[src/hdl/cte_pkg.sv]
// ----------------------------------------------------------------------------
// cte_pkg: shared codes for the capability table engine
// Operation, event and status codes, and parameter defaults.
// ----------------------------------------------------------------------------
package cte_pkg;

    // parameter defaults
    localparam int SLOTS_DEF       = 16;
    localparam int TASKS_DEF       = 4;
    localparam int OBJECT_BITS_DEF = 16;

    // at most this many events per transaction
    localparam logic [5:0] MAX_EVENTS = 6'd63;

    // operation codes
    typedef enum logic [2:0] {
        OP_ALLOC  = 3'd0,
        OP_INSERT = 3'd1,
        OP_LOOKUP = 3'd2,
        OP_DELETE = 3'd3,
        OP_DERIVE = 3'd4,
        OP_GRANT  = 3'd5,
        OP_REVOKE = 3'd6,
        OP_BAD    = 3'd7
    } t_op;

    // result item kinds
    typedef enum logic [1:0] {
        EV_STATUS  = 2'd0,
        EV_RETAIN  = 2'd1,
        EV_RELEASE = 2'd2
    } t_ev;

    // final status codes
    typedef enum logic [2:0] {
        ST_OK        = 3'd0,
        ST_INVALID   = 3'd1,
        ST_SRC_EMPTY = 3'd2,
        ST_RIGHTS    = 3'd3,
        ST_FULL      = 3'd4
    } t_status;

    // kind code of an empty entry
    localparam logic [2:0] KIND_NULL = 3'd0;

endpackage

[src/hdl/capability_table_engine_core.sv]
// ----------------------------------------------------------------------------
// capability_table_engine_core: per-task capability tables
// Sequenced table engine with one read and one write port on the entry store.
// ----------------------------------------------------------------------------
// Usage:
// The request channel (i_in_valid / o_in_ready) carries one operation per
// transaction. The result channel (o_out_valid / i_out_ready) returns zero
// or more retain/release events followed by one final status item with
// o_last high. o_in_ready is high only while the sequencer is idle, so one
// operation is in flight at a time.
// Sequencer path per operation: alloc and requests rejected at decode go
// straight to the final status; lookup, delete, and copies refused for an
// empty source or excess rights read the source entry, then check it;
// insert and a copy onto its own source entry then also write the entry; a
// copy to another entry reads and checks the target entry before the write.
// A revoke of an empty or objectless entry ends after the check; a full
// revoke reads then checks each of the DEPTH entries (64 by default), where
// DEPTH = 2^(clog2(TASKS) + clog2(SLOTS)), with at least one task bit.
// Reset empties every table at once through the per-entry occupancy bits;
// entry contents are not cleared. Events do not hold up the sequencer while
// the receiver keeps up; when it stalls, the pending result stays in the
// output register and the sequencer waits on it.
// ----------------------------------------------------------------------------
module capability_table_engine_core
    import cte_pkg::*;
#(
    parameter int SLOTS       = SLOTS_DEF,
    parameter int TASKS       = TASKS_DEF,
    parameter int OBJECT_BITS = OBJECT_BITS_DEF
) (
    input  logic        i_clk,
    input  logic        i_rst_n,
    input  logic        i_in_valid,
    output logic        o_in_ready,
    input  logic [2:0]  i_op,
    input  logic [1:0]  i_act_task,
    input  logic [1:0]  i_tgt_task,
    input  logic [7:0]  i_act_slot,
    input  logic [7:0]  i_tgt_slot,
    input  logic [2:0]  i_cap_kind_in,
    input  logic [15:0] i_object_in,
    input  logic [2:0]  i_rights_in,
    input  logic [31:0] i_badge_in,
    output logic        o_out_valid,
    input  logic        i_out_ready,
    output logic [1:0]  o_event_res,
    output logic [2:0]  o_status,
    output logic [1:0]  o_task_out,
    output logic [3:0]  o_slot_out,
    output logic [2:0]  o_cap_kind_out,
    output logic [15:0] o_object_out,
    output logic [2:0]  o_rights_out,
    output logic [31:0] o_badge_out,
    output logic        o_last
);

    localparam int SLOT_W = $clog2(SLOTS);
    localparam int TASK_W = (TASKS > 1) ? $clog2(TASKS) : 1;
    localparam int IDX_W  = SLOT_W + TASK_W;
    localparam int DEPTH  = 1 << IDX_W;
    localparam int OBJ_W  = (OBJECT_BITS < 16) ? OBJECT_BITS : 16;

    typedef enum logic [8:0] {
        S_IDLE    = 9'b000000001,
        S_RD      = 9'b000000010,
        S_EV      = 9'b000000100,
        S_RD2     = 9'b000001000,
        S_EV2     = 9'b000010000,
        S_PUT     = 9'b000100000,
        S_SCAN_RD = 9'b001000000,
        S_SCAN_EV = 9'b010000000,
        S_FIN     = 9'b100000000
    } t_state;

    // entry store
    logic [2:0]       mem_kind   [DEPTH];
    logic [OBJ_W-1:0] mem_obj    [DEPTH];
    logic [2:0]       mem_rights [DEPTH];
    logic [31:0]      mem_badge  [DEPTH];
    logic [DEPTH-1:0] r_occ;

    logic [2:0]       r_rd_kind;
    logic [OBJ_W-1:0] r_rd_obj;
    logic [2:0]       r_rd_rights;
    logic [31:0]      r_rd_badge;
    logic             r_rd_vld;

    t_state           r_state, n_state;
    t_op              r_op, n_op;
    logic [IDX_W-1:0] r_src_idx, n_src_idx;
    logic [IDX_W-1:0] r_dst_idx, n_dst_idx;
    logic [IDX_W-1:0] r_scan, n_scan;
    logic [5:0]       r_evcnt, n_evcnt;
    logic             r_inplace, n_inplace;
    logic [2:0]       r_kind, n_kind;
    logic [OBJ_W-1:0] r_obj, n_obj;
    logic [2:0]       r_rights, n_rights;
    logic [31:0]      r_badge, n_badge;
    t_status          r_status, n_status;
    logic [1:0]       r_ftask, n_ftask;
    logic [3:0]       r_fslot, n_fslot;
    logic [2:0]       r_fk, n_fk;
    logic [OBJ_W-1:0] r_fo, n_fo;
    logic [2:0]       r_fr, n_fr;
    logic [31:0]      r_fb, n_fb;

    logic             r_out_vld, n_out_vld;
    t_ev              r_out_ev, n_out_ev;
    t_status          r_out_st, n_out_st;
    logic [1:0]       r_out_task, n_out_task;
    logic [3:0]       r_out_slot, n_out_slot;
    logic [2:0]       r_out_kind, n_out_kind;
    logic [OBJ_W-1:0] r_out_obj, n_out_obj;
    logic [2:0]       r_out_rights, n_out_rights;
    logic [31:0]      r_out_badge, n_out_badge;
    logic             r_out_last, n_out_last;

    logic             out_free;
    logic [IDX_W-1:0] rd_addr;
    logic             mem_we;
    logic             occ_set, occ_clr;
    logic [IDX_W-1:0] occ_idx;

    assign out_free   = !r_out_vld || i_out_ready;
    assign o_in_ready = (r_state == S_IDLE);

    // read address select, held while a state waits on the output register
    always_comb begin
        if ((r_state == S_RD2) || (r_state == S_EV2)) begin
            rd_addr = r_dst_idx;
        end else if ((r_state == S_SCAN_RD) || (r_state == S_SCAN_EV)) begin
            rd_addr = r_scan;
        end else begin
            rd_addr = r_src_idx;
        end
    end

    // sequencer
    always_comb begin
        logic             task_ok, slot_ok, tt_ok, ds_ok, found;
        logic [1:0]       tt;
        logic [SLOT_W-1:0] free_slot;
        logic [OBJ_W-1:0] oin;
        logic             match, need_ev;
        t_op              op_in;

        n_state = r_state;   n_op = r_op;           n_src_idx = r_src_idx;
        n_dst_idx = r_dst_idx; n_scan = r_scan;     n_evcnt = r_evcnt;
        n_inplace = r_inplace; n_kind = r_kind;     n_obj = r_obj;
        n_rights = r_rights; n_badge = r_badge;     n_status = r_status;
        n_ftask = r_ftask;   n_fslot = r_fslot;     n_fk = r_fk;
        n_fo = r_fo;         n_fr = r_fr;           n_fb = r_fb;
        n_out_vld = r_out_vld && !i_out_ready;
        n_out_ev = r_out_ev; n_out_st = r_out_st;   n_out_task = r_out_task;
        n_out_slot = r_out_slot; n_out_kind = r_out_kind; n_out_obj = r_out_obj;
        n_out_rights = r_out_rights; n_out_badge = r_out_badge;
        n_out_last = r_out_last;
        mem_we = 1'b0; occ_set = 1'b0; occ_clr = 1'b0; occ_idx = r_dst_idx;

        op_in   = t_op'(i_op);
        task_ok = (32'(i_act_task) < TASKS);
        slot_ok = (32'(i_act_slot) < SLOTS);
        tt      = (op_in == OP_DERIVE) ? i_act_task : i_tgt_task;
        tt_ok   = (32'(tt) < TASKS);
        ds_ok   = (32'(i_tgt_slot) < SLOTS);
        oin     = OBJ_W'(i_object_in & 16'((33'd1 << OBJECT_BITS) - 33'd1));

        // lowest free slot of the addressed task
        found = 1'b0;
        free_slot = '0;
        for (int s = SLOTS - 1; s >= 0; s--) begin
            if (!r_occ[{i_act_task[TASK_W-1:0], SLOT_W'(s)}]) begin
                found = 1'b1;
                free_slot = SLOT_W'(s);
            end
        end

        match   = (r_scan != r_src_idx) && r_rd_vld && (r_rd_obj == r_obj);
        need_ev = match && (r_evcnt != MAX_EVENTS);

        unique case (r_state)
            S_IDLE: begin
                if (i_in_valid) begin
                    n_op      = op_in;
                    n_src_idx = {i_act_task[TASK_W-1:0], i_act_slot[SLOT_W-1:0]};
                    n_dst_idx = {i_act_task[TASK_W-1:0], i_act_slot[SLOT_W-1:0]};
                    n_evcnt   = '0;
                    n_inplace = 1'b0;
                    n_kind    = i_cap_kind_in;
                    n_obj     = oin;
                    n_rights  = i_rights_in;
                    n_badge   = i_badge_in;
                    n_status  = ST_OK;
                    n_ftask   = i_act_task;
                    n_fslot   = i_act_slot[3:0];
                    n_fk = '0; n_fo = '0; n_fr = '0; n_fb = '0;
                    n_state   = S_FIN;
                    unique case (op_in)
                        OP_ALLOC: begin
                            n_fslot = '0;
                            if (!task_ok) begin
                                n_status = ST_INVALID;
                            end else if (!found) begin
                                n_status = ST_FULL;
                            end else begin
                                n_fslot = 4'(free_slot);
                            end
                        end
                        OP_INSERT: begin
                            if (!task_ok || !slot_ok || i_cap_kind_in == KIND_NULL) begin
                                n_status = ST_INVALID;
                            end else begin
                                n_state = S_RD;
                            end
                        end
                        OP_LOOKUP, OP_DELETE, OP_REVOKE: begin
                            if (!task_ok || !slot_ok) begin
                                n_status = ST_INVALID;
                            end else begin
                                n_state = S_RD;
                            end
                        end
                        OP_DERIVE, OP_GRANT: begin
                            n_ftask   = tt;
                            n_fslot   = i_tgt_slot[3:0];
                            n_dst_idx = {tt[TASK_W-1:0], i_tgt_slot[SLOT_W-1:0]};
                            if (!task_ok || !tt_ok || !slot_ok || !ds_ok) begin
                                n_status = ST_INVALID;
                            end else begin
                                n_state = S_RD;
                            end
                        end
                        default: n_status = ST_INVALID;
                    endcase
                end
            end
            S_RD:  n_state = S_EV;
            S_RD2: n_state = S_EV2;
            S_EV: begin
                case (r_op)
                    OP_INSERT, OP_DELETE: begin
                        if (!r_rd_vld || r_rd_obj == '0 || out_free) begin
                            if (r_rd_vld && r_rd_obj != '0) begin
                                n_out_vld = 1'b1; n_out_ev = EV_RELEASE;
                                n_out_st = ST_OK; n_out_task = r_ftask;
                                n_out_slot = r_fslot; n_out_kind = r_rd_kind;
                                n_out_obj = r_rd_obj; n_out_rights = '0;
                                n_out_badge = '0; n_out_last = 1'b0;
                            end
                            if (r_op == OP_INSERT) begin
                                n_state = S_PUT;
                            end else begin
                                occ_clr = 1'b1;
                                occ_idx = r_src_idx;
                                n_state = S_FIN;
                            end
                        end
                    end
                    OP_LOOKUP: begin
                        if (r_rd_vld) begin
                            n_fk = r_rd_kind; n_fo = r_rd_obj;
                            n_fr = r_rd_rights; n_fb = r_rd_badge;
                        end else begin
                            n_status = ST_SRC_EMPTY;
                        end
                        n_state = S_FIN;
                    end
                    OP_DERIVE, OP_GRANT: begin
                        n_state = S_FIN;
                        if (!r_rd_vld) begin
                            n_status = ST_SRC_EMPTY;
                        end else if ((r_rights & ~r_rd_rights) != 3'd0) begin
                            n_status = ST_RIGHTS;
                        end else begin
                            n_kind = r_rd_kind;
                            n_obj  = r_rd_obj;
                            if (r_op == OP_DERIVE) begin
                                n_badge = r_rd_badge;
                            end
                            if (r_src_idx == r_dst_idx) begin
                                n_inplace = 1'b1;
                                n_state   = S_PUT;
                            end else begin
                                n_state = S_RD2;
                            end
                        end
                    end
                    OP_REVOKE: begin
                        if (!r_rd_vld || r_rd_obj == '0) begin
                            n_status = ST_SRC_EMPTY;
                            n_state  = S_FIN;
                        end else begin
                            n_obj   = r_rd_obj;
                            n_scan  = '0;
                            n_state = S_SCAN_RD;
                        end
                    end
                    default: n_state = S_FIN;
                endcase
            end
            S_EV2: begin
                if (!r_rd_vld || r_rd_obj == '0 || out_free) begin
                    if (r_rd_vld && r_rd_obj != '0) begin
                        n_out_vld = 1'b1; n_out_ev = EV_RELEASE;
                        n_out_st = ST_OK; n_out_task = r_ftask;
                        n_out_slot = r_fslot; n_out_kind = r_rd_kind;
                        n_out_obj = r_rd_obj; n_out_rights = '0;
                        n_out_badge = '0; n_out_last = 1'b0;
                    end
                    n_state = S_PUT;
                end
            end
            S_PUT: begin
                if (r_inplace || r_obj == '0 || out_free) begin
                    mem_we  = 1'b1;
                    occ_set = 1'b1;
                    occ_idx = r_dst_idx;
                    if (!r_inplace && r_obj != '0) begin
                        n_out_vld = 1'b1; n_out_ev = EV_RETAIN;
                        n_out_st = ST_OK; n_out_task = r_ftask;
                        n_out_slot = r_fslot; n_out_kind = r_kind;
                        n_out_obj = r_obj; n_out_rights = '0;
                        n_out_badge = '0; n_out_last = 1'b0;
                    end
                    n_state = S_FIN;
                end
            end
            S_SCAN_RD: n_state = S_SCAN_EV;
            S_SCAN_EV: begin
                if (!need_ev || out_free) begin
                    if (match) begin
                        occ_clr = 1'b1;
                        occ_idx = r_scan;
                    end
                    if (need_ev) begin
                        n_evcnt = r_evcnt + 6'd1;
                        n_out_vld = 1'b1; n_out_ev = EV_RELEASE;
                        n_out_st = ST_OK;
                        n_out_task = 2'(r_scan[IDX_W-1:SLOT_W]);
                        n_out_slot = 4'(r_scan[SLOT_W-1:0]);
                        n_out_kind = r_rd_kind; n_out_obj = r_rd_obj;
                        n_out_rights = '0; n_out_badge = '0; n_out_last = 1'b0;
                    end
                    if (r_scan == IDX_W'(DEPTH - 1)) begin
                        n_state = S_FIN;
                    end else begin
                        n_scan  = r_scan + IDX_W'(1);
                        n_state = S_SCAN_RD;
                    end
                end
            end
            S_FIN: begin
                if (out_free) begin
                    n_out_vld = 1'b1; n_out_ev = EV_STATUS;
                    n_out_st = r_status; n_out_task = r_ftask;
                    n_out_slot = r_fslot; n_out_kind = r_fk;
                    n_out_obj = r_fo; n_out_rights = r_fr;
                    n_out_badge = r_fb; n_out_last = 1'b1;
                    n_state = S_IDLE;
                end
            end
            default: n_state = S_IDLE;
        endcase
    end

    // entry store: one write port, one registered read port
    always_ff @(posedge i_clk) begin
        if (mem_we) begin
            mem_kind[r_dst_idx]   <= r_kind;
            mem_obj[r_dst_idx]    <= r_obj;
            mem_rights[r_dst_idx] <= r_rights;
            mem_badge[r_dst_idx]  <= r_badge;
        end
        r_rd_kind   <= mem_kind[rd_addr];
        r_rd_obj    <= mem_obj[rd_addr];
        r_rd_rights <= mem_rights[rd_addr];
        r_rd_badge  <= mem_badge[rd_addr];
        r_rd_vld    <= r_occ[rd_addr];
    end

    // control state
    always_ff @(posedge i_clk) begin
        if (!i_rst_n) begin
            r_state   <= S_IDLE;
            r_out_vld <= 1'b0;
            r_occ     <= '0;
        end else begin
            r_state   <= n_state;
            r_out_vld <= n_out_vld;
            if (occ_set) begin
                r_occ[occ_idx] <= 1'b1;
            end else if (occ_clr) begin
                r_occ[occ_idx] <= 1'b0;
            end
        end
    end

    // operation context and output register
    always_ff @(posedge i_clk) begin
        r_op <= n_op;         r_src_idx <= n_src_idx; r_dst_idx <= n_dst_idx;
        r_scan <= n_scan;     r_evcnt <= n_evcnt;     r_inplace <= n_inplace;
        r_kind <= n_kind;     r_obj <= n_obj;         r_rights <= n_rights;
        r_badge <= n_badge;   r_status <= n_status;   r_ftask <= n_ftask;
        r_fslot <= n_fslot;   r_fk <= n_fk;           r_fo <= n_fo;
        r_fr <= n_fr;         r_fb <= n_fb;
        r_out_ev <= n_out_ev; r_out_st <= n_out_st;   r_out_task <= n_out_task;
        r_out_slot <= n_out_slot; r_out_kind <= n_out_kind;
        r_out_obj <= n_out_obj;   r_out_rights <= n_out_rights;
        r_out_badge <= n_out_badge; r_out_last <= n_out_last;
    end

    assign o_out_valid    = r_out_vld;
    assign o_event_res    = r_out_ev;
    assign o_status       = r_out_st;
    assign o_task_out     = r_out_task;
    assign o_slot_out     = r_out_slot;
    assign o_cap_kind_out = r_out_kind;
    assign o_object_out   = 16'(r_out_obj);
    assign o_rights_out   = r_out_rights;
    assign o_badge_out    = r_out_badge;
    assign o_last         = r_out_last;

    // busy after an accepted request
    a_busy_after_accept: assert property (@(posedge i_clk) disable iff (!i_rst_n)
        (i_in_valid && o_in_ready) |=> !o_in_ready)
        else $error("request accepted while engine busy");

    // a pending event means the operation is still running
    a_event_mid_op: assert property (@(posedge i_clk) disable iff (!i_rst_n)
        (r_out_vld && !r_out_last) |-> (r_state != S_IDLE))
        else $error("event pending with sequencer idle");

    // the table scan belongs to revoke only
    a_scan_revoke: assert property (@(posedge i_clk) disable iff (!i_rst_n)
        ((r_state == S_SCAN_EV) || (r_state == S_SCAN_RD)) |-> (r_op == OP_REVOKE))
        else $error("table scan outside revoke");

endmodule

[config.mk]
export PLATFORM = sky130hd
export DESIGN_NAME = capability_table_engine_core
export DESIGN_NICKNAME = d
export VERILOG_FILES = /design/src/hdl/cte_pkg.sv /design/src/hdl/capability_table_engine_core.sv
export SDC_FILE = /design/constraint.sdc
export NUM_CORES = 2
export LEC_CHECK = 0
export ABC_AREA = 1
export BUFFER_PORTS_ARGS = -buffer_cell sky130_fd_sc_hd__buf_2
export CORE_ASPECT_RATIO = 0.75
export CORE_MARGIN = 3
export CORE_UTILIZATION = 63
export CTS_BUF_LIST = sky130_fd_sc_hd__clkbuf_16
export CTS_CLUSTER_DIAMETER = 60
export DETAILED_ROUTE_END_ITERATION = 7
export GPL_ROUTABILITY_DRIVEN = 0
export GPL_TIMING_DRIVEN = 0
export PLACE_DENSITY = 0.9
export SYNTH_ARGS = -nofsm -noshare
export SYNTH_HDL_FRONTEND = slang
export SYNTH_SLANG_ARGS = --single-unit
export TNS_END_PERCENT = 5
[constraint.sdc]
create_clock -name i_clk -period 6 [get_ports i_clk]
set_clock_uncertainty 0.05 [all_clocks]
set_input_delay 0 -clock i_clk [delete_from_list [all_inputs] [get_ports i_clk]]
set_output_delay 0 -clock i_clk [all_outputs]
set_load 0.05 [all_outputs]
==> out/results.ini, run 1 <==
[outcome]
outcome=did not finish
stop_stage=5_1_grt
error_message=[ERROR GRT-0116] Global routing finished with congestion. Check the congestion regions in the DRC Viewer.

[clock_tree]
cts.sinks=3794
htree_num_levels=5
clockRootBuffer=clkbuf_16
numCtsBuffers=327
clock_path_buffers=4

[synthesis]
syn_inst=13507
ys_ff_latch=3794
synth-seq-area-share_pct=70.93
synth_mux_area_share_pct=0
yosysTopAreaCellShare_pct=69.31
synth_cell_types=54
syn_area_mm2=0.1588
synth_top_family_by_area=simple AND/OR/NAND/NOR gates
synth.area.top_cells=edfxtp_1, o211ai_1, nand3_1, nand2_1, inv_1
synth_top_area_cell=edfxtp_1
synth_xor_area_share_pct=0.02206
synthSimpleGateAreaFrac_pct=14.26
synth_warnings=0
async_flop_share_pct=0
synth_fp_nets=13590
synth_edf_count=3665
synth_fa_ha_area_share_pct=0.01576
synth_compound_area_share_pct=7.498
syn_area_per_cell_um2=11.76
ys.flop_type=edfxtp_1

[global_routing]
gr-usage-all-layers_pct=61.94
grt_pass1_wl_um=1130000
grt_max_degree=35
grt_pass1_vias=149338
grt-ovfl-total=1567

[die]
start_util_pct=63.80
die_y_um=440.8
die_w_um=585.7
placementRows=158
io_pins=149

[placed_design]
dpl_worst_slack_ns=0.9216
io_buffers=147
dp_hpwl_um=381600

## layer usage
metal  overflow  global-route usage, %
met1        200                  61.79
met2        683                  72.27
met3        209                  55.09
met4        433                  56.54
met5         42                  37.58
## metrics by stage
stage          hold WS (ns)  cells  cell area, um^2
2_1_floorplan       0.04887  13507           158800
3_3_place_gp         0.1282  16934           163600
3_5_place_dp         0.1358  17181           169800
4_1_cts            0.003331  17891           181500
## synthesized netlist by cell type (4+ instances only)
library cell / instances
clkbuf_1: 294
buf_6: 20
nor2_4: 6
inv_2: 7
nor3b_1: 4
nand2_2: 7
nand4_1: 15
o211ai_1: 1382
nor4_1: 8
dfxtp_1: 129
nand2_1: 2652
o2111ai_1: 5
buf_4: 34
or2_2: 7
o21ai_0: 111
o221ai_1: 14
buf_1: 66
nand3b_1: 57
edfxtp_1: 3665
o21ai_1: 4
nand2_4: 4
inv_1: 2005
nand3_1: 2044
nor3_1: 17
buf_2: 430
o22ai_1: 9
or2_1: 49
a21oi_1: 111
nor2_1: 313
## logic make-up after synthesis
kind of cell | count (synthesis)
compound gates | 1656
fa+ha+maj | 2
simple gates | 5192
buf+inv | 2859
xor+xnor | 4
flops | 3794
## timing repair
| item | in CTS |
|---|---|
| endpoints found under the setup margin | 0 |
| buffers inserted | 0 |
| gates resized for setup | 0 |
| hold buffers | 129 |
| hold endpoints to repair | 129 |
==> run 2, diff against run 1 <==
CORE_ASPECT_RATIO = default   (was 0.75)
CORE_UTILIZATION = 40   (was 63)
CTS_BUF_LIST = default   (was sky130_fd_sc_hd__clkbuf_16)
CTS_CLUSTER_DIAMETER = default   (was 60)
PLACE_DENSITY = default   (was 0.9)
PLACE_DENSITY_LB_ADDON = 0.15   (was default)
==> run 2 against run 1 <==
Net effect:
- the run now ends clean
- area after synthesis unchanged
- synthesized cell count stayed put
==> out/results.ini, run 2 <==
[die]
start_util_pct=40.31
io_pins=149
die_y_um=636.1
dieArea_mm2=0.4046
die_w_um=636.1
placementRows=230
core_region_area_mm2=0.3940

[cells_and_area]
layout_commonest_cell=edfxtp_1
post-route-util_pct=47.66
n_fill_cell=35088
largest_reg_flops=2048
drive_gt1_share_pct=10.79
area_delta_synth_final_pct=18.24
fin_area_mm2=0.1878
largestRegisters=mem_badge: 2048 flops, mem_obj: 1024 flops
nNetsFinal=14575
top_register=mem_badge
final_cell_mix=edfxtp_1, nand2_1, nand3_1

[clock_tree]
clock_latency_ns=0.99
cts_tree=yes
clockRootBuffer=clkbuf_16
clkTransAtPathRegs_ns=0.06
numCtsBuffers=411
htree_num_levels=5
clock_path_buffers=4
cts.sinks=3794

[timing]
fin_crit_ns=5.751
worst_pin_slew_ns=1.476
relSlewSlack_pct=1.613
rsz0062_at_grt=false
fin_setup_tns_ns=0
fin_crit_sh_pct=95.85
max_freq_mhz=173.9
slew_viol_final=0
setup_slack_ns=0.2493
setup_violations=0
hold_violations=0

[routing]
drc=0
drt-wirelength-per-cell_um=27.94
wl_met3_um=49840
met2_length_um=261700
routed_wl_um=561700
first_pass_iters=6
wl_met1_um=223000
top_layer=met5
vias=108580
drt-initial-drc-count=12732
antenna_left=0
via_per_inst=5.402

[job]
max_cap_violations=0

[hold_path]
whs_path_depth=4
min_to=r_kind[2]$_DFFE_PP_
min_from=i_cap_kind_in[2]
hold_path_class=in -> reg

[outcome]
outcome=complete, no violations

[worst_setup_path]
timing.rr.start=r_obj[0]$_DFFE_PP_
crit_required_ns=6.60
regToRegSetupSlack_ns=0.25
r2r_end=mem_badge[31][24]$_DFFE_PP_
cp-start-kind=flip-flop
endpoint_kind=flip-flop
critPathMaxFanout=21
worstPathArrival_ns=6.35
criticalPathCategory=reg -> reg
reg2reg_depth=10

[global_routing]
antenna_found_initial=69
grt-ovfl-total=0
gr-usage-all-layers_pct=27.15
grt_max_degree=33
grt_pass1_vias=103719
grt_pass1_wl_um=780300

[placed_design]
dp_hpwl_um=410400
dpl_worst_slack_ns=0.4024
io_buffers=147
placed_area_mm2=0.1734

[synthesis]
async_flop_share_pct=0
ys.flop_type=edfxtp_1
synth_warnings=0
synth.area.top_cells=edfxtp_1, o211ai_1, nand3_1, nand2_1, inv_1
yosysTopAreaCellShare_pct=69.31
syn_area_mm2=0.1588
synth_edf_count=3665
synth.most_common_cell=edfxtp_1
syn_inst=13507
synth_cell_types=54
synth_fp_nets=13590
synth-seq-area-share_pct=70.93
syn_area_per_cell_um2=11.76
ys_ff_latch=3794
synth_top_area_cell=edfxtp_1
synth_common_cells=edfxtp_1, nand2_1, nand3_1

[pwr]
power_density_mw_per_mm2=480.1
power_mw=90.15
ir_drop_mv=0.3026
p_leak_nw=70.34

-- run 2: what timing repair did --
item	CTS	global route
resized for setup	0	0
buffers inserted	0	0
hold buffers	138	0
hold endpoints to repair	191	0
-- run 2: cells by family (layout without fill, tap and decap cells) --
logic type / after synthesis / in the layout / share of synthesized area (%)
buffers and inverters: 2859 / 4172 / 7.274
adder cells (fa/ha/maj): 2 / 2 / 0.01576
flip-flops: 3794 / 3794 / 70.93
XOR/XNOR: 4 / 4 / 0.02207
AND/OR/NAND/NOR: 5192 / 5192 / 14.26
other: 0 / 60 / 0
AO/OA/AOI/OAI: 1656 / 1656 / 7.498
-- run 2: layout make-up --
type,instances,area [um^2],area share (%)
Sequential cell,3794,112600,59.99
Multi-Input combinational cell,6854,35150,18.72
Clock buffer,519,10880,5.794
Timing Repair Buffer,572,8894,4.737
Inverter,2015,7567,4.030
Tap cell,5220,6531,3.479
Buffer,844,3998,2.129
Clock inverter,222,1949,1.038
Antenna cell,60,150.1,0.07997
-- run 2: worst max-delay path: stages (launching register included) --
cell and delay (ns):
edfxtp_1 0.71, buf_16 0.30, nor4_1 0.57, nand4_1 0.19, nand2_1 0.31, o21ai_0 0.36, nor2_1 0.39, nand3_1 0.92
nor2_4 1.05, buf_12 0.28, buf_16 0.20
-- run 2: worst max-delay path by stage --
stage                            startpoint                     endpoint  slack (ns)  depth (start not counted)
floorplan           r_state[7]$_SDFFE_PN0P_        r_fb[0]$_SDFFCE_PN0P_        0.29                          7
global placement         r_obj[2]$_DFFE_PP_   mem_badge[4][27]$_DFFE_PP_       -4.68                          7
detailed placement       r_obj[0]$_DFFE_PP_  mem_badge[30][20]$_DFFE_PP_        0.40                         10
CTS                      r_obj[0]$_DFFE_PP_  mem_badge[30][20]$_DFFE_PP_        0.40                         10
global route             r_obj[1]$_DFFE_PP_     mem_obj[31][1]$_DFFE_PP_        0.26                         10
finish                   r_obj[0]$_DFFE_PP_  mem_badge[31][24]$_DFFE_PP_        0.25                         10
-- run 2: where the power goes --
part / total, mW / switching, mW / internal [mW]
sequential: 34.7 / 1.07 / 33.6
combinational: 30.8 / 22.7 / 8.17
clock: 24.6 / 10.7 / 14.0
-- run 2: per-stage QoR --
stage	cells	hold WS, ns
6_report	20100	0.05511
5_1_grt	20051	0.05085
4_1_cts	20040	0.002692
3_5_place_dp	19161	0.1324
3_3_place_gp	18874	0.1291
2_1_floorplan	13507	0.04887
-- run 2: per-layer routing --
metal / up-vias / global-route usage (%)
li1: 49397 / -
met1: 53362 / 35.17
met2: 4741 / 43.84
met3: 1056 / 5.657
met4: 24 / 12.37
met5: - / 0
Power figures use the tool's default switching activity.
